<file path="src/hw/rtl/tsq_pkg.sv">
package tsq_pkg;

    // Letter alphabet: five-bit codes, one position entry per code
    localparam int LETTER_W = 5;
    localparam int LETTERS  = 1 << LETTER_W;
    localparam int PICK_W   = 3;
    localparam int SEL_W    = 2;
    localparam int CELL_W   = 5;
    localparam int SIDE_DEF = 5;

    // Most letters one item produces
    localparam int MAX_OUT  = 3;
    localparam int CNT_W    = 2;

    typedef enum logic [1:0] {
        MODE_LOAD    = 2'd0,
        MODE_ENCRYPT = 2'd1,
        MODE_DECRYPT = 2'd2,
        MODE_PASS    = 2'd3
    } mode_t;

    typedef enum logic [SEL_W-1:0] {
        SEL_FIRST  = 2'd0,
        SEL_SECOND = 2'd1,
        SEL_THIRD  = 2'd2,
        SEL_NONE   = 2'd3
    } sel_t;

    typedef struct packed {
        mode_t               mode;
        logic [SEL_W-1:0]    square_sel;
        logic [CELL_W-1:0]   cell_req;
        logic [LETTER_W-1:0] letter_a;
        logic [LETTER_W-1:0] letter_b;
        logic [LETTER_W-1:0] letter_c;
        logic [PICK_W-1:0]   pick_row;
        logic [PICK_W-1:0]   pick_col;
    } item_t;

    typedef struct packed {
        logic [LETTER_W-1:0] letter_out;
        logic                last;
    } result_t;

    // Second pipeline stage as seen by the output serialiser
    typedef struct packed {
        logic                valid;
        mode_t               mode;
        logic [LETTER_W-1:0] letter;
    } stage_t;

endpackage

</file>
<file path="src/hw/rtl/tsq_ram.sv">
module tsq_ram #(
    parameter int WIDTH = 5,
    parameter int DEPTH = 32
) (
    input  logic                     clk,
    input  logic                     we,
    input  logic [$clog2(DEPTH)-1:0] waddr,
    input  logic [WIDTH-1:0]         wdata,
    input  logic                     re,
    input  logic [$clog2(DEPTH)-1:0] raddr,
    output logic [WIDTH-1:0]         rdata
);

    logic [WIDTH-1:0] mem [DEPTH];

    // Read old contents on a same-cycle write; hold read data when idle
    always_ff @(posedge clk)
    begin
        if (re)
        begin
            rdata <= mem[raddr];
        end
        if (we)
        begin
            mem[waddr] <= wdata;
        end
    end

endmodule

</file>
<file path="src/hw/rtl/tsq_addr.sv">
module tsq_addr #(
    parameter int SIDE = tsq_pkg::SIDE_DEF
) (
    input  tsq_pkg::mode_t                        mode,
    input  logic [tsq_pkg::PICK_W-1:0]            pick_row,
    input  logic [tsq_pkg::PICK_W-1:0]            pick_col,
    input  logic [$clog2(SIDE*SIDE)-1:0]          pos1,
    input  logic [$clog2(SIDE*SIDE)-1:0]          pos2,
    input  logic [$clog2(SIDE*SIDE)-1:0]          pos3,
    output logic [$clog2(SIDE*SIDE)-1:0]          addr1,
    output logic [$clog2(SIDE*SIDE)-1:0]          addr2,
    output logic [$clog2(SIDE*SIDE)-1:0]          addr3
);

    localparam int NCELL   = SIDE * SIDE;
    localparam int CELL_AW = $clog2(NCELL);
    localparam int ROW_W   = $clog2(SIDE);

    // Row of a cell index by parallel compares against row starts
    function automatic logic [ROW_W-1:0] row_of(input logic [CELL_AW-1:0] pos);
        logic [ROW_W-1:0] r;
        r = '0;
        for (int k = 1; k < SIDE; k++)
        begin
            if (int'(pos) >= k * SIDE)
            begin
                r = ROW_W'(k);
            end
        end
        return r;
    endfunction

    function automatic logic [ROW_W-1:0] col_of(input logic [CELL_AW-1:0] pos);
        return ROW_W'(int'(pos) - int'(row_of(pos)) * SIDE);
    endfunction

    function automatic logic [CELL_AW-1:0] cell_at(input logic [ROW_W-1:0] r,
                                                  input logic [ROW_W-1:0] c);
        return CELL_AW'(int'(r) * SIDE + int'(c));
    endfunction

    function automatic logic [ROW_W-1:0] clamp(input logic [tsq_pkg::PICK_W-1:0] p);
        return (int'(p) >= SIDE) ? ROW_W'(SIDE - 1) : ROW_W'(p);
    endfunction

    // pos1: first square position of letter a
    // pos2: second square position (letter b on encrypt, letter c on decrypt)
    // pos3: third square position of letter b
    always_comb
    begin
        case (mode)
            tsq_pkg::MODE_DECRYPT:
            begin
                addr1 = cell_at(row_of(pos3), col_of(pos1));
                addr2 = cell_at(row_of(pos2), col_of(pos3));
                addr3 = '0;
            end
            default:
            begin
                addr1 = cell_at(clamp(pick_row), col_of(pos1));
                addr3 = cell_at(row_of(pos1), col_of(pos2));
                addr2 = cell_at(row_of(pos2), clamp(pick_col));
            end
        endcase
    end

endmodule

</file>
<file path="src/hw/rtl/tsq_out.sv">
module tsq_out (
    input  logic                            clk,
    input  logic                            rst_n,
    input  tsq_pkg::stage_t                 stage,
    input  logic [tsq_pkg::LETTER_W-1:0]    sq1_data,
    input  logic [tsq_pkg::LETTER_W-1:0]    sq2_data,
    input  logic [tsq_pkg::LETTER_W-1:0]    sq3_data,
    output logic                            take,
    output logic                            result_valid,
    input  logic                            result_ready,
    output tsq_pkg::result_t                result
);

    logic [tsq_pkg::LETTER_W-1:0] letter_reg [tsq_pkg::MAX_OUT];
    logic [tsq_pkg::LETTER_W-1:0] letter_next [tsq_pkg::MAX_OUT];
    logic [tsq_pkg::CNT_W-1:0]    left_reg;
    logic [tsq_pkg::CNT_W-1:0]    left_next;
    logic                         beat;

    assign beat         = result_valid && result_ready;
    assign result_valid = (left_reg != '0);
    assign result.letter_out = letter_reg[0];
    assign result.last       = (left_reg == tsq_pkg::CNT_W'(1));

    // Reload once the buffer is empty or its final beat leaves
    assign take = stage.valid && (!result_valid || (beat && result.last));

    always_comb
    begin
        left_next   = left_reg;
        letter_next = letter_reg;
        if (take)
        begin
            case (stage.mode)
                tsq_pkg::MODE_ENCRYPT:
                begin
                    letter_next[0] = sq1_data;
                    letter_next[1] = sq3_data;
                    letter_next[2] = sq2_data;
                    left_next      = tsq_pkg::CNT_W'(3);
                end
                tsq_pkg::MODE_DECRYPT:
                begin
                    letter_next[0] = sq1_data;
                    letter_next[1] = sq2_data;
                    letter_next[2] = sq2_data;
                    left_next      = tsq_pkg::CNT_W'(2);
                end
                default:
                begin
                    letter_next[0] = stage.letter;
                    letter_next[1] = stage.letter;
                    letter_next[2] = stage.letter;
                    left_next      = tsq_pkg::CNT_W'(1);
                end
            endcase
        end
        else if (beat)
        begin
            // Advance to the next letter of the item
            letter_next[0] = letter_reg[1];
            letter_next[1] = letter_reg[2];
            left_next      = left_reg - tsq_pkg::CNT_W'(1);
        end
    end

    always_ff @(posedge clk or negedge rst_n)
    begin
        if (!rst_n)
        begin
            left_reg <= '0;
        end
        else
        begin
            left_reg <= left_next;
        end
    end

    always_ff @(posedge clk)
    begin
        letter_reg <= letter_next;
    end

endmodule

</file>
<file path="src/hw/rtl/trisquare_cipher_engine.sv">
// Tri-square cipher engine.
// Item channel (item_valid/item_ready/item): one beat per command. Load beats
// write one cell of a square and its letter-to-cell entry; they give no
// result. Encrypt beats give three letters, decrypt beats two, pass beats one.
// Result channel (result_valid/result_ready/result): one letter per beat, with
// last set on the final letter of each item.
// The first letter of an item passes the position lookup on the edge that
// takes its beat, then the square lookup, then the output buffer, and is
// offered from the output buffer.
// Throughput: one letter per cycle on the result channel while the receiver
// is ready, so pass items flow one per cycle; encrypt and decrypt items take
// one letter beat per letter. The single-letter result channel sets the rate;
// the lookup pipeline accepts a new item every cycle unless stalled behind it.
// A square entry must be loaded before any item reads it.
// Reset clears the pipeline and the output buffer; square contents are kept
// as undefined until loaded.
// When the receiver stalls, the current letter holds, the two lookup stages
// fill, and item_ready then drops until the output buffer drains.
module trisquare_cipher_engine #(
    parameter int SIDE = tsq_pkg::SIDE_DEF
) (
    input  logic              clk,
    input  logic              rst_n,
    input  logic              item_valid,
    output logic              item_ready,
    input  tsq_pkg::item_t    item,
    output logic              result_valid,
    input  logic              result_ready,
    output tsq_pkg::result_t  result
);

    localparam int NCELL   = SIDE * SIDE;
    localparam int CELL_AW = $clog2(NCELL);
    localparam int LET_AW  = $clog2(tsq_pkg::LETTERS);

    logic                          accept;
    logic                          is_load;
    logic                          cell_ok;
    logic [CELL_AW-1:0]            cell_idx;
    logic [LET_AW-1:0]             pos2_raddr;
    logic                          we1;
    logic                          we2;
    logic                          we3;

    logic                          s1_valid_reg;
    logic                          s1_valid_next;
    tsq_pkg::mode_t                s1_mode_reg;
    logic [tsq_pkg::PICK_W-1:0]    s1_row_reg;
    logic [tsq_pkg::PICK_W-1:0]    s1_col_reg;
    logic [tsq_pkg::LETTER_W-1:0]  s1_letter_reg;
    logic                          s1_adv;

    logic                          s2_valid_reg;
    logic                          s2_valid_next;
    tsq_pkg::mode_t                s2_mode_reg;
    logic [tsq_pkg::LETTER_W-1:0]  s2_letter_reg;
    logic                          s2_take;
    logic                          s2_free;
    tsq_pkg::stage_t               s2_stage;

    logic [CELL_AW-1:0]            pos1;
    logic [CELL_AW-1:0]            pos2;
    logic [CELL_AW-1:0]            pos3;
    logic [CELL_AW-1:0]            addr1;
    logic [CELL_AW-1:0]            addr2;
    logic [CELL_AW-1:0]            addr3;
    logic [tsq_pkg::LETTER_W-1:0]  sq1_data;
    logic [tsq_pkg::LETTER_W-1:0]  sq2_data;
    logic [tsq_pkg::LETTER_W-1:0]  sq3_data;

    // Handshake and flow control between stages
    assign s2_free    = !s2_valid_reg || s2_take;
    assign s1_adv     = s1_valid_reg && s2_free;
    assign item_ready = !s1_valid_reg || s1_adv;
    assign accept     = item_valid && item_ready;
    assign is_load    = (item.mode == tsq_pkg::MODE_LOAD);

    // Load decode: drop bad cells and the unused square select
    assign cell_ok  = (32'(item.cell_req) < NCELL);
    assign cell_idx = CELL_AW'(item.cell_req);
    assign we1 = accept && is_load && cell_ok && (item.square_sel == tsq_pkg::SEL_FIRST);
    assign we2 = accept && is_load && cell_ok && (item.square_sel == tsq_pkg::SEL_SECOND);
    assign we3 = accept && is_load && cell_ok && (item.square_sel == tsq_pkg::SEL_THIRD);

    assign pos2_raddr = (item.mode == tsq_pkg::MODE_DECRYPT) ? item.letter_c : item.letter_b;

    // Letter-to-cell maps, looked up as the beat is taken
    tsq_ram #(.WIDTH(CELL_AW), .DEPTH(tsq_pkg::LETTERS)) u_pos1 (
        .clk   (clk),
        .we    (we1),
        .waddr (item.letter_a),
        .wdata (cell_idx),
        .re    (accept),
        .raddr (item.letter_a),
        .rdata (pos1)
    );

    tsq_ram #(.WIDTH(CELL_AW), .DEPTH(tsq_pkg::LETTERS)) u_pos2 (
        .clk   (clk),
        .we    (we2),
        .waddr (item.letter_a),
        .wdata (cell_idx),
        .re    (accept),
        .raddr (pos2_raddr),
        .rdata (pos2)
    );

    tsq_ram #(.WIDTH(CELL_AW), .DEPTH(tsq_pkg::LETTERS)) u_pos3 (
        .clk   (clk),
        .we    (we3),
        .waddr (item.letter_a),
        .wdata (cell_idx),
        .re    (accept),
        .raddr (item.letter_b),
        .rdata (pos3)
    );

    // Cell addresses from row and column of the looked-up positions
    tsq_addr #(.SIDE(SIDE)) u_addr (
        .mode     (s1_mode_reg),
        .pick_row (s1_row_reg),
        .pick_col (s1_col_reg),
        .pos1     (pos1),
        .pos2     (pos2),
        .pos3     (pos3),
        .addr1    (addr1),
        .addr2    (addr2),
        .addr3    (addr3)
    );

    // Letter squares, read as stage one advances
    tsq_ram #(.WIDTH(tsq_pkg::LETTER_W), .DEPTH(NCELL)) u_sq1 (
        .clk   (clk),
        .we    (we1),
        .waddr (cell_idx),
        .wdata (item.letter_a),
        .re    (s1_adv),
        .raddr (addr1),
        .rdata (sq1_data)
    );

    tsq_ram #(.WIDTH(tsq_pkg::LETTER_W), .DEPTH(NCELL)) u_sq2 (
        .clk   (clk),
        .we    (we2),
        .waddr (cell_idx),
        .wdata (item.letter_a),
        .re    (s1_adv),
        .raddr (addr2),
        .rdata (sq2_data)
    );

    tsq_ram #(.WIDTH(tsq_pkg::LETTER_W), .DEPTH(NCELL)) u_sq3 (
        .clk   (clk),
        .we    (we3),
        .waddr (cell_idx),
        .wdata (item.letter_a),
        .re    (s1_adv),
        .raddr (addr3),
        .rdata (sq3_data)
    );

    // Stage valid bits: loads finish at the input and never enter
    always_comb
    begin
        s1_valid_next = s1_valid_reg && !s1_adv;
        if (accept && !is_load)
        begin
            s1_valid_next = 1'b1;
        end
        s2_valid_next = s2_valid_reg && !s2_take;
        if (s1_adv)
        begin
            s2_valid_next = 1'b1;
        end
    end

    always_ff @(posedge clk or negedge rst_n)
    begin
        if (!rst_n)
        begin
            s1_valid_reg <= 1'b0;
            s2_valid_reg <= 1'b0;
        end
        else
        begin
            s1_valid_reg <= s1_valid_next;
            s2_valid_reg <= s2_valid_next;
        end
    end

    // Stage payloads hold while stalled
    always_ff @(posedge clk)
    begin
        if (accept && !is_load)
        begin
            s1_mode_reg   <= item.mode;
            s1_row_reg    <= item.pick_row;
            s1_col_reg    <= item.pick_col;
            s1_letter_reg <= item.letter_a;
        end
        if (s1_adv)
        begin
            s2_mode_reg   <= s1_mode_reg;
            s2_letter_reg <= s1_letter_reg;
        end
    end

    assign s2_stage.valid  = s2_valid_reg;
    assign s2_stage.mode   = s2_mode_reg;
    assign s2_stage.letter = s2_letter_reg;

    tsq_out u_out (
        .clk          (clk),
        .rst_n        (rst_n),
        .stage        (s2_stage),
        .sq1_data     (sq1_data),
        .sq2_data     (sq2_data),
        .sq3_data     (sq3_data),
        .take         (s2_take),
        .result_valid (result_valid),
        .result_ready (result_ready),
        .result       (result)
    );

    // A load beat leaves stage one empty
    a_load_no_entry: assert property (@(posedge clk) disable iff (!rst_n)
        accept && is_load |=> !s1_valid_reg)
        else $error("load beat entered the lookup pipeline");

    // A stalled stage-one item keeps its mode
    a_s1_hold: assert property (@(posedge clk) disable iff (!rst_n)
        s1_valid_reg && !s1_adv |=> s1_valid_reg && $stable(s1_mode_reg))
        else $error("stage one item lost while stalled");

    // Final beat with nothing queued empties the result channel
    a_drain: assert property (@(posedge clk) disable iff (!rst_n)
        result_valid && result_ready && result.last && !s2_valid_reg |=> !result_valid)
        else $error("result offered after final beat with empty pipeline");

endmodule

</file>
<file path="config.mk">
export PLATFORM = sky130hd
export DESIGN_NAME = trisquare_cipher_engine
export DESIGN_NICKNAME = d
export VERILOG_FILES = /design/src/hw/rtl/tsq_pkg.sv /design/src/hw/rtl/tsq_ram.sv /design/src/hw/rtl/tsq_addr.sv /design/src/hw/rtl/tsq_out.sv /design/src/hw/rtl/trisquare_cipher_engine.sv
export SDC_FILE = /design/constraint.sdc
export NUM_CORES = 1
export LEC_CHECK = 0
export BUFFER_PORTS_ARGS = -buffer_cell sky130_fd_sc_hd__buf_2
export CORE_AREA = 2 2 329 331
export CTS_BUF_LIST = sky130_fd_sc_hd__clkbuf_16
export CTS_CLUSTER_DIAMETER = 100
export CTS_CLUSTER_SIZE = 24
export DETAILED_ROUTE_END_ITERATION = 16
export DIE_AREA = 0 0 331 333
export SYNTH_ARGS = -nofsm -noshare
export SYNTH_HDL_FRONTEND = slang
export SYNTH_SLANG_ARGS = --single-unit
</file>
<file path="constraint.sdc">
create_clock -name clk -period 6.2 [get_ports clk]
set_clock_uncertainty 0.2 [all_clocks]
set_input_delay 0 -clock clk [delete_from_list [all_inputs] [get_ports clk]]
set_output_delay 0 -clock clk [all_outputs]
set_load 0.01 [all_outputs]
</file>
== Yosys cells after proc, flatten, opt, wreduce, memory -nomap -nowiden ==
Memory sizes are Yosys's and may differ from the RTL's. A register that Yosys moved wholly into a read port is not among the register bits.
Index checks and enable logic that the tools add are counted.

* Equality and inequality tests: 7
* Order comparisons: 15
* $mul: 6
* Div/mod/pow operators: 0
* $add $sub $neg: 10
* Reductions and logical operators: 26
* Shifts and indexed selects: 0
* Multiplexer cells: 37
* Bitwise logic cells: 0

{| class="wikitable"
|+ Operator list
! cell !! count
|-
| 2-to-1 mux 3 bit || 11
|-
| >= comparator 5 x 4 -> 1 bit (second input constant) || 6
|-
| one-hot mux 15 bit (2 select lines) || 1
|-
| multiplier 3 x 3 -> 5 bit (second input constant) || 5
|-
| adder 5 x 4 -> 5 bit || 4
|-
| 2-to-1 mux 10 bit || 2
|-
| 2-to-1 mux 5 bit || 4
|-
| >= comparator 5 x 3 -> 1 bit (second input constant) || 3
|-
| >= comparator 5 bit (second input constant) || 3
|-
| 2-to-1 mux 2 bit || 7
|-
| logical AND 1 bit || 13
|-
| subtractor 3 bit || 4
|-
| 2-to-1 mux 1 bit || 11
|-
| equality test 2 bit (second input constant) || 4
|-
| equality test 2 x 1 -> 1 bit (second input constant) || 3
|-
| >= comparator 3 bit (second input constant) || 2
|-
| logical NOT 1 bit || 6
|-
| adder 5 x 3 -> 5 bit || 1
|-
| less-than comparator 5 bit (second input constant) || 1
|-
| logical NOT 2 bit || 2
|-
| one-hot mux 2 bit (2 select lines) || 1
|-
| nonzero test 2 bit || 2
|-
| logical OR 1 bit || 3
|-
| multiplier 3 x 3 -> 3 bit (second input constant) || 1
|-
| subtractor 2 x 1 -> 2 bit (second input constant) || 1
|}

* Memories kept: 6
* Logic and storage cells: 119
* Bits in read-only memories: 0
* Output and inout bits: 8
* Bits in latches: 0
* Register bits: 39
* Bits in writable memories: 855

{| class="wikitable"
|+ Memories
! memory !! words !! width !! read ports !! clocked after Yosys merged registers in !! wr ports !! line !! RTL
|-
| u_pos1.mem || 32 || 5 || 1 || 1 || 1 || tsq_ram.sv:14 || <nowiki>logic [WIDTH-1:0] mem [DEPTH];</nowiki>
|-
| u_pos2.mem || 32 || 5 || 1 || 1 || 1 || tsq_ram.sv:14 ||
|-
| u_pos3.mem || 32 || 5 || 1 || 1 || 1 || tsq_ram.sv:14 ||
|-
| u_sq1.mem || 25 || 5 || 1 || 1 || 1 || tsq_ram.sv:14 ||
|-
| u_sq2.mem || 25 || 5 || 1 || 1 || 1 || tsq_ram.sv:14 ||
|-
| u_sq3.mem || 25 || 5 || 1 || 1 || 1 || tsq_ram.sv:14 ||
|}

== Depth between registers and ports, before layout ==
Gate-level depths: netlist (run 1).

* Word-level depth: 14
* Gate-level depth with buffers: 20
* Depth with buffers taken out: 19

== Cells and area by module ==
Synthesis (run 1) repeated with hierarchy kept, for this count alone.

* Cell total of the unflattened synthesis: 1,962
* Area total of the unflattened synthesis: 37,762.5 µm²

{| class="wikitable"
|+ Modules (own cells, without submodules)
! module !! seq. area each (µm²) !! times used !! area an instance (µm²) !! cells an instance
|-
| tsq_ram at u_pos1 ... || 4,954.8 || 3 || 6,394.9 || 277
|-
| tsq_ram at u_sq1 ... || 3,903.7 || 3 || 5,128.7 || 272
|-
| tsq_addr || 0.0 || 1 || 1,352.5 || 179
|-
| tsq_out || 500.5 || 1 || 1,006.0 || 93
|-
| trisquare_cipher_engine || 650.6 || 1 || 833.3 || 43
|}

== Worst setup path after synthesis (run 1) ==
Ideal clock, no wire load.

* Kind: register -> register
* From: reg u_pos1.rdata[1], read port of u_pos1.mem
* To: reg u_sq1.rdata[3], read port of u_sq1.mem, data pin
* Setup slack: 1.563 ns
* Cell stages (with the launch flop): 17
* Library setup time: 0.261 ns
* Data required time: 5.739 ns
* Data arrival time: 4.175 ns
* Path buffers: 0
* Cell sequence: edfxtp_1 > nor2_1 > o21ai_0 > a221o_1 > and2_1 > ha_1 > inv_1 > fa_1 > ha_1 > ha_1 > inv_1 > fa_1 > mux2i_1 > mux4_2 > mux2_2 > o211ai_1 > nand3_1

* Word-level cells in the longest chain between the ends: 10

{| class="wikitable"
|+ Ends and longest elaborated chain
! what !! line !! RTL
|-
| start: declaration || tsq_ram.sv:11 || <nowiki>output logic [WIDTH-1:0] rdata</nowiki>
|-
| >= comparator 5 x 3 -> 1 bit || tsq_addr.sv:25 || <nowiki>if (int'(pos) >= k * SIDE)</nowiki>
|-
| 2-to-1 mux 1 bit || tsq_addr.sv:25 ||
|-
| 2-to-1 mux 2 bit (2 in series) || tsq_addr.sv:25 ||
|-
| 2-to-1 mux 3 bit || tsq_addr.sv:25 ||
|-
| 2-to-1 mux 3 bit || tsq_addr.sv:51 || <nowiki>case (mode)</nowiki>
|-
| multiplier 3 x 3 -> 5 bit or multiplier 3 x 3 -> 3 bit (tied branches) || tsq_addr.sv:34 || <nowiki>return ROW_W'(int'(pos) - int'(row_of(pos)) * SIDE);</nowiki>
|-
| subtractor 3 bit || tsq_addr.sv:34 ||
|-
| adder 5 x 4 -> 5 bit or adder 5 x 3 -> 5 bit (tied branches) || tsq_addr.sv:39 || <nowiki>return CELL_AW'(int'(r) * SIDE + int'(c));</nowiki>
|-
| 2-to-1 mux 5 bit (*) || tsq_addr.sv:51 ||
|-
| end: declaration || tsq_ram.sv:11 ||
|}

Mark *: on every way between the ends. The rest lies on a longest branch, timed or not. The select of a mux whose other input is x is not followed.
A chain may end at the register's enable or synchronous reset.

== Worst setup path in the final report (run 1) ==
* From: reg u_pos3.rdata[3], read port of u_pos3.mem
* To: reg u_sq2.rdata[3], read port of u_sq2.mem, data pin

* Word-level cells in the longest chain between the ends: 10

{| class="wikitable"
|+ Ends and longest elaborated chain
! what !! line
|-
| start: declaration || tsq_ram.sv:11
|-
| >= comparator 5 x 3 -> 1 bit || tsq_addr.sv:25
|-
| 2-to-1 mux 1 bit || tsq_addr.sv:25
|-
| 2-to-1 mux 2 bit (2 in series) || tsq_addr.sv:25
|-
| 2-to-1 mux 3 bit (*) || tsq_addr.sv:25
|-
| 2-to-1 mux 3 bit (*) || tsq_addr.sv:51
|-
| multiplier 3 x 3 -> 5 bit (*) || tsq_addr.sv:34
|-
| subtractor 3 bit (*) || tsq_addr.sv:34
|-
| adder 5 x 4 -> 5 bit (*) || tsq_addr.sv:39
|-
| 2-to-1 mux 5 bit (*) || tsq_addr.sv:51
|-
| end: declaration || tsq_ram.sv:11
|}

Marks and branches as above.

==> impl_metrics.yaml, run 1 <==
synthesis:
  async_reset_ff_share_pct: 0.433
  synth_cells: 2295
  syn-num-nets: 2369
  yosysMostFrequentCell: "edfxtp_1"
  synth_seq_cells: 924
  synth_top_cells_by_count: "edfxtp_1, nor2_1, nand2_1"
  synth_area_leaders: "edfxtp_1, mux4_2, mux2_2"
  synth_area_mm2: 0.0382
  yosys_warnings: 0
  synth_top_cell_by_area: "edfxtp_1"
  synth_top_area_share_pct: 72.2
  syn_area_per_cell_um2: 16.7
  ys_types: 65
  synth_edf_count: 920
  seq_area_frac_synth_pct: 72.5
  synth_ff_type: "edfxtp_1"
worst_setup_path:
  rrSetupSlack_ns: 0.98
  critical_path.endpoint_type: "flip-flop"
  crit_fanout: 29
  arrival_ns: 5.38
  startpoint_type: "flip-flop"
  worstPathRequired_ns: 6.36
  cpPeakStageDelay_ns: 0.47
  crit_slowest_cell: "o311ai_1"
  crit_type: "reg -> reg"
  cp_cell_sequence: "inv_1 -> o21ai_0 -> o21ai_0 -> a221oi_1 -> inv_1 -> o21a_1 -> ha_1 -> inv_1 -> fa_1 -> ha_1 -> ha_1 -> and3b_1 -> a21o_1 -> buf_4 -> a211oi_1 -> a311oi_1 -> o311ai_1 -> nand3_1"
timing:
  min_period_ns: 5.22
  tns_ns: 0
  fin_crit_sh_pct: 84.3
  worstMarginPinSlew_ns: 1.38
  final_hold_viol_count: 0
  slew_violations: 0
  rsz0062_at_grt: "false"
  setup_viol: 0
  slew_headroom_pct: 7.54
  max_freq_mhz: 191
clock_network:
  cts-root-buf: "clkbuf_16"
  cts.sinks: 924
  clock_latency_ns: 0.64
  htree_num_levels: 2
  cts_tree: "yes"
  postCtsSetupBuffers: 0
  clk_pin_slew_worst_paths_ns: 0.10
  cts-buffers-inserted: 44
  clk_path_buf_depth: 3
  ctsResizeCount: 0
floorplanning:
  core_mm2: 0.107
  num_io_pins: 42
  dieArea_mm2: 0.110
  die_h_um: 333
  die_w_um: 331
  rows: 120
  initial_core_util_pct: 35.9
final_layout:
  drive_gt1_share_pct: 14.1
  fin_nets: 2383
  top_regs: "u_pos1.mem: 160 flops, u_pos2.mem: 160 flops, u_pos3.mem: 160 flops"
  seq_area_mm2: 0.0277
  fill_cells: 9639
  synthToLayoutAreaGrowth_pct: 8.13
  multiInputGateArea_mm2: 0.00969
  utilization_pct: 38.8
status:
  status: "completed"
drt:
  wl_per_cell_um: 24.5
  wl_um: 91100
  drt_iter0_markers: 2155
  final_antenna_net_count: 0
  drt_pre_antenna_iters: 5
  vias_per_cell: 5.47
  drc: 0
  vias: 20400
power_and_ir_drop:
  intPower_mw: 10.4
  clockPowerShare_pct: 20.4
  switching_power_mw: 5.27
  total_leakage_power_nw: 12.9
  vdd_drop_max_uv: 333
  pwr-share-comb_pct: 33.0
  switching_share_pct: 33.6
  p_per_area_mw_per_mm2: 379
  p_seq_share_pct: 46.7
job:
  max_cap_viol_count: 0
placed_design:
  gp_congestion: 0.853
  dp_hpwl_um: 60500
  port_buffers: 41
global_routing:
  grt_max_degree: 101
  grt_pass1_vias: 20500
  grt-ovfl-total: 0
  grt_pass1_wl_um: 135000
  antenna_found_initial: 6
  grtUsageTotal_pct: 16.3
hold_path:
  hp-class: "in -> reg"
[cell usage in the layout, fill, tap and decap left out, drive strengths merged, types with 4 or more instances in the layout]
cell type and n:
o22ai 34, and3b 6, o311ai 9, a211oi 72, nor3b 7, a21oi 20, a32oi 20, and4 4
dlygate4sd3 27, buf 71, clkbuf 46, mux4 108, inv 73, fa 9, a22oi 50, o21ai 71
and2 6, and3 27, xor2 5, a311oi 10, nand3 19, a22o 6, nor2b 18, o211ai 11
a31oi 4, nand2b 6, mux2i 97, a311o 5, xnor2 14, nand2 145, a21o 8, nor3 4
mux2 87, edfxtp 920, nor2 213, nand4 25, dfrtp 4, ha 31, a2111oi 5
[kinds of logic (layout without fill, tap and decap cells)]
family	after synthesis	count (layout)	share of synthesized area [%]
and+or+nand+nor	486	486	5.68
muxes	292	292	11.5
xor gates and xnor gates	19	19	0.435
DFF	924	924	72.5
other	0	2	0
adders and majority gates	40	40	1.49
buffers and inverters	195	219	2.19
AOI/OAI and AO/OA	339	339	6.18
[cell type report]
cell class                 instances  area share [%]
clock inverter                    10           0.151
sequential                       924            67.1
clock buffer                      46            2.78
inverter                          65           0.590
antenna                            2          0.0121
multi-input combinational       1176            23.4
timing repair buffer              98            1.72
tap                             1403            4.25
[worst max-delay path, delay by kind of cell, from the launching register on]
| family | cells | cell delay (ns) |
|---|---|---|
| adder cells (fa/ha/maj) | 4 | 1.17 |
| AND/OR/NAND/NOR | 2 | 0.46 |
| buffers and inverters | 4 | 0.60 |
| AO/OA/AOI/OAI | 8 | 2.10 |
| flip-flops | 1 | 0.42 |
[metal layers]
metal,vias up,global-route usage (%),routed length (um)
met4,4,5.67,3300
li1,9008,-,-
met5,-,0,24
met3,143,2.62,6180
met1,10500,22.7,38900
met2,731,26.0,42700
[repair_timing]
action	in CTS	in global routing
endpoints found under the hold margin	162	0
setup endpoints to repair	0	0
hold buffers	27	0
[worst paths after layout]
path / from / to / cells past startpoint
max in group asynchronous: rst_n / u_out.left_reg[1]$_DFFE_PN0P_ / 3
hold reg to reg: s1_letter_reg[0]$_DFFE_PP_ / s2_letter_reg[0]$_DFFE_PP_ / 0
min in group asynchronous: rst_n / s2_valid_reg$_DFF_PN0_ / 3
hold / removal: item[22] / u_pos2.mem[18][1]$_DFFE_PP_ / 2
setup / recovery: u_pos3.rdata[3]$_DFFE_PP_ / u_sq2.rdata[3]$_DFFE_PP_ / 18
setup reg to reg: u_pos3.rdata[3]$_DFFE_PP_ / u_sq2.rdata[3]$_DFFE_PP_ / 18
[metrics by stage]
step / worst slack (ns) / instances / power, mW / hold WS [ns] / instance area, um^2
after floorplan: 1.56 / 2295 / 11.1 / -0.496 / 38200
after detailed placement: 1.02 / 3639 / 12.6 / -0.388 / 39900
final: 0.976 / 3724 / 15.7 / 0.0310 / 41300
after global placement: 1.17 / 3639 / 12.5 / -0.392 / 39900
after CTS: 0.971 / 3722 / 15.8 / 0.00204 / 41300
after global routing: 0.596 / 3722 / 16.5 / 0.0595 / 41300
[power groups by stage]
stage	clock (mW)	combinational [mW]	sequential, mW
4_1_cts	3.27	5.18	7.31
2_1_floorplan	0	3.74	7.38
6_report	3.20	5.17	7.31
3_3_place_gp	0	5.01	7.45
5_1_grt	3.47	5.66	7.33
3_5_place_dp	0	5.15	7.46
Power figures use the tool's default switching activity.
==> inputs of run 2 (changes only) <==
==> constraint.sdc (replaced) <==
create_clock -name clk -period 4.3 [get_ports clk]
set_clock_uncertainty 0.2 [all_clocks]
set_input_delay 0 -clock clk [delete_from_list [all_inputs] [get_ports clk]]
set_output_delay 0 -clock clk [all_outputs]
set_load 0.01 [all_outputs]
==> run 2 against run 1 <==
Compared with the run above: the flow now finishes with violations (setup timing); via count grew 2.4%; core utilization increased by 1.5 points; cell count grew 3.1%; sequential share of layout area down 2.5 points; critical path type unchanged.
==> impl_metrics.yaml, run 2 (synthesized netlist as in run 1, its figures left out) <==
drt:
  vias_per_cell: 5.43
  drt_pre_antenna_iters: 5
  wl_per_cell_um: 24.3
  drt_iter0_markers: 2285
  wl_um: 93400
  drc: 0
  vias: 20900
  final_antenna_net_count: 0
timing:
  rsz0062_at_grt: "true"
  fin_crit_sh_pct: 105
  worstMarginPinSlew_ns: 1.23
  slew_headroom_pct: 17.9
  setup_viol: 8
  max_freq_mhz: 221
  final_hold_viol_count: 0
  min_period_ns: 4.53
  fin_ws_ns: -0.228
  worst_hold_slack_ns: 0.0410
  slew_violations: 0
  tns_ns: -0.831
final_layout:
  antenna_cells: 0
  top_regs: "u_pos1.mem: 160 flops, u_pos2.mem: 160 flops, u_pos3.mem: 160 flops"
  final_common_cell: "edfxtp_1"
  fin_nets: 2503
  post-route-cell-area_mm2: 0.0430
  utilization_pct: 40.3
  synthToLayoutAreaGrowth_pct: 12.4
  final_cell_mix: "edfxtp_1, nor2_1, nand2_1, buf_4, mux4_2"
  fill_cells: 9498
  drive_gt1_share_pct: 21.8
placed_design:
  placed_area_mm2: 0.0406
  gp_congestion: 0.867
  port_buffers: 41
  dp_hpwl_um: 62200
clock_network:
  cts-buffers-inserted: 44
  cts.sinks: 924
  cts-root-buf: "clkbuf_16"
  htree_num_levels: 2
  clk_path_buf_depth: 3
  cts_tree: "yes"
  clock_latency_ns: 0.63
  clk_pin_slew_worst_paths_ns: 0.10
worst_setup_path:
  crit_fanout: 3
  crit_type: "reg -> reg"
  arrival_ns: 4.70
  startpoint_type: "flip-flop"
  worstPathRequired_ns: 4.47
  critical_path.endpoint_type: "flip-flop"
hold_path:
  hp-class: "in -> reg"
floorplanning:
  die_h_um: 333
  core_mm2: 0.107
  die_w_um: 331
  rows: 120
  initial_core_util_pct: 35.9
  num_io_pins: 42
  dieArea_mm2: 0.110
global_routing:
  grt_pass1_wl_um: 137000
  grt_pass1_vias: 21100
  grt-ovfl-total: 0
  antenna_found_initial: 3
  grt_max_degree: 99
  grtUsageTotal_pct: 16.6
power_and_ir_drop:
  vdd_drop_max_uv: 393
  total_leakage_power_nw: 13.6
  p_per_area_mw_per_mm2: 591
status:
  status: "complete, but fails checks"
  violations: "setup timing"
job:
  max_cap_viol_count: 0
[run 2: routing by layer]
layer  routed length (um)  GRT usage [%]  share of wire, %  vias to the layer above
met1                40200           22.7                43                    10800
li1                     -              -                 -                     9250
met2                45600           27.9                49                      677
met5                   23              0             0.025                        -
met3                 5180           2.36               5.5                      135
met4                 2450           4.00               2.6                        4
[run 2: metrics by stage]
| stage | setup WS [ns] | std cells | total power [mW] |
|---|---|---|---|
| detailed placement | -0.322 | 3716 | 19.4 |
| global placement | -0.275 | 3716 | 19.2 |
| floorplan | -0.118 | 2295 | 16.1 |
| CTS | -0.238 | 3827 | 24.4 |
| finish | -0.228 | 3840 | 25.4 |
| global route | -0.358 | 3840 | 26.5 |
[run 2: worst paths after layout]
kind / cells after the start / endpoint / slack [ns] / start
setup / recovery: 22 / u_sq1.rdata[3]$_DFFE_PP_ / -0.23 / u_pos3.rdata[0]$_DFFE_PP_
setup reg to reg: 22 / u_sq1.rdata[3]$_DFFE_PP_ / -0.23 / u_pos3.rdata[0]$_DFFE_PP_
max in group asynchronous: 3 / s2_valid_reg$_DFF_PN0_ / 3.63 / rst_n
hold reg to reg: 0 / s2_letter_reg[1]$_DFFE_PP_ / 0.23 / s1_letter_reg[1]$_DFFE_PP_
min in group asynchronous: 3 / u_out.left_reg[1]$_DFFE_PN0P_ / 0.08 / rst_n
hold / removal: 2 / s1_mode_reg[0]$_DFFE_PP_ / 0.04 / item[28]
[run 2: final cells by class]
| type | count | area, um^2 | area share, % |
|---|---|---|---|
| Sequential cell | 924 | 27700 | 64.5 |
| Inverter | 65 | 246 | 0.574 |
| Multi-Input combinational cell | 1179 | 10300 | 23.9 |
| Tap cell | 1403 | 1760 | 4.09 |
| Clock inverter | 10 | 67.6 | 0.157 |
| Clock buffer | 44 | 1100 | 2.56 |
| Timing Repair Buffer | 215 | 1810 | 4.22 |
[run 2: repair_timing]
item | in CTS | in global routing
setup endpoints to repair | 15 | 15
resized for setup | 51 | 81
endpoints found under the hold margin | 223 | 0
gates cloned | 1 | 4
hold buffers | 33 | 0
pin swaps | 30 | 37
buffers inserted | 23 | 9
[run 2: report_power, final]
group,internal [mW],switching (mW)
Combinational,4.52,5.83
Clock,1.86,2.69
Sequential,10.4,0.151
[run 2: worst max-delay path: stages, from the launching register on]
cell	delay, ns
edfxtp_1	0.43
buf_6	0.14
inv_4	0.05
o21ai_2	0.06
a221oi_2	0.31
inv_1	0.11
buf_4	0.15
buf_4	0.12
buf_4	0.12
buf_4	0.12
buf_4	0.12
buf_4	0.12
buf_4	0.12
buf_4	0.12
buf_4	0.13
ha_4	0.22
xnor2_2	0.14
buf_4	0.16
mux2i_4	0.20
mux4_2	0.54
mux2_4	0.30
o211ai_1	0.20
nand3_1	0.09
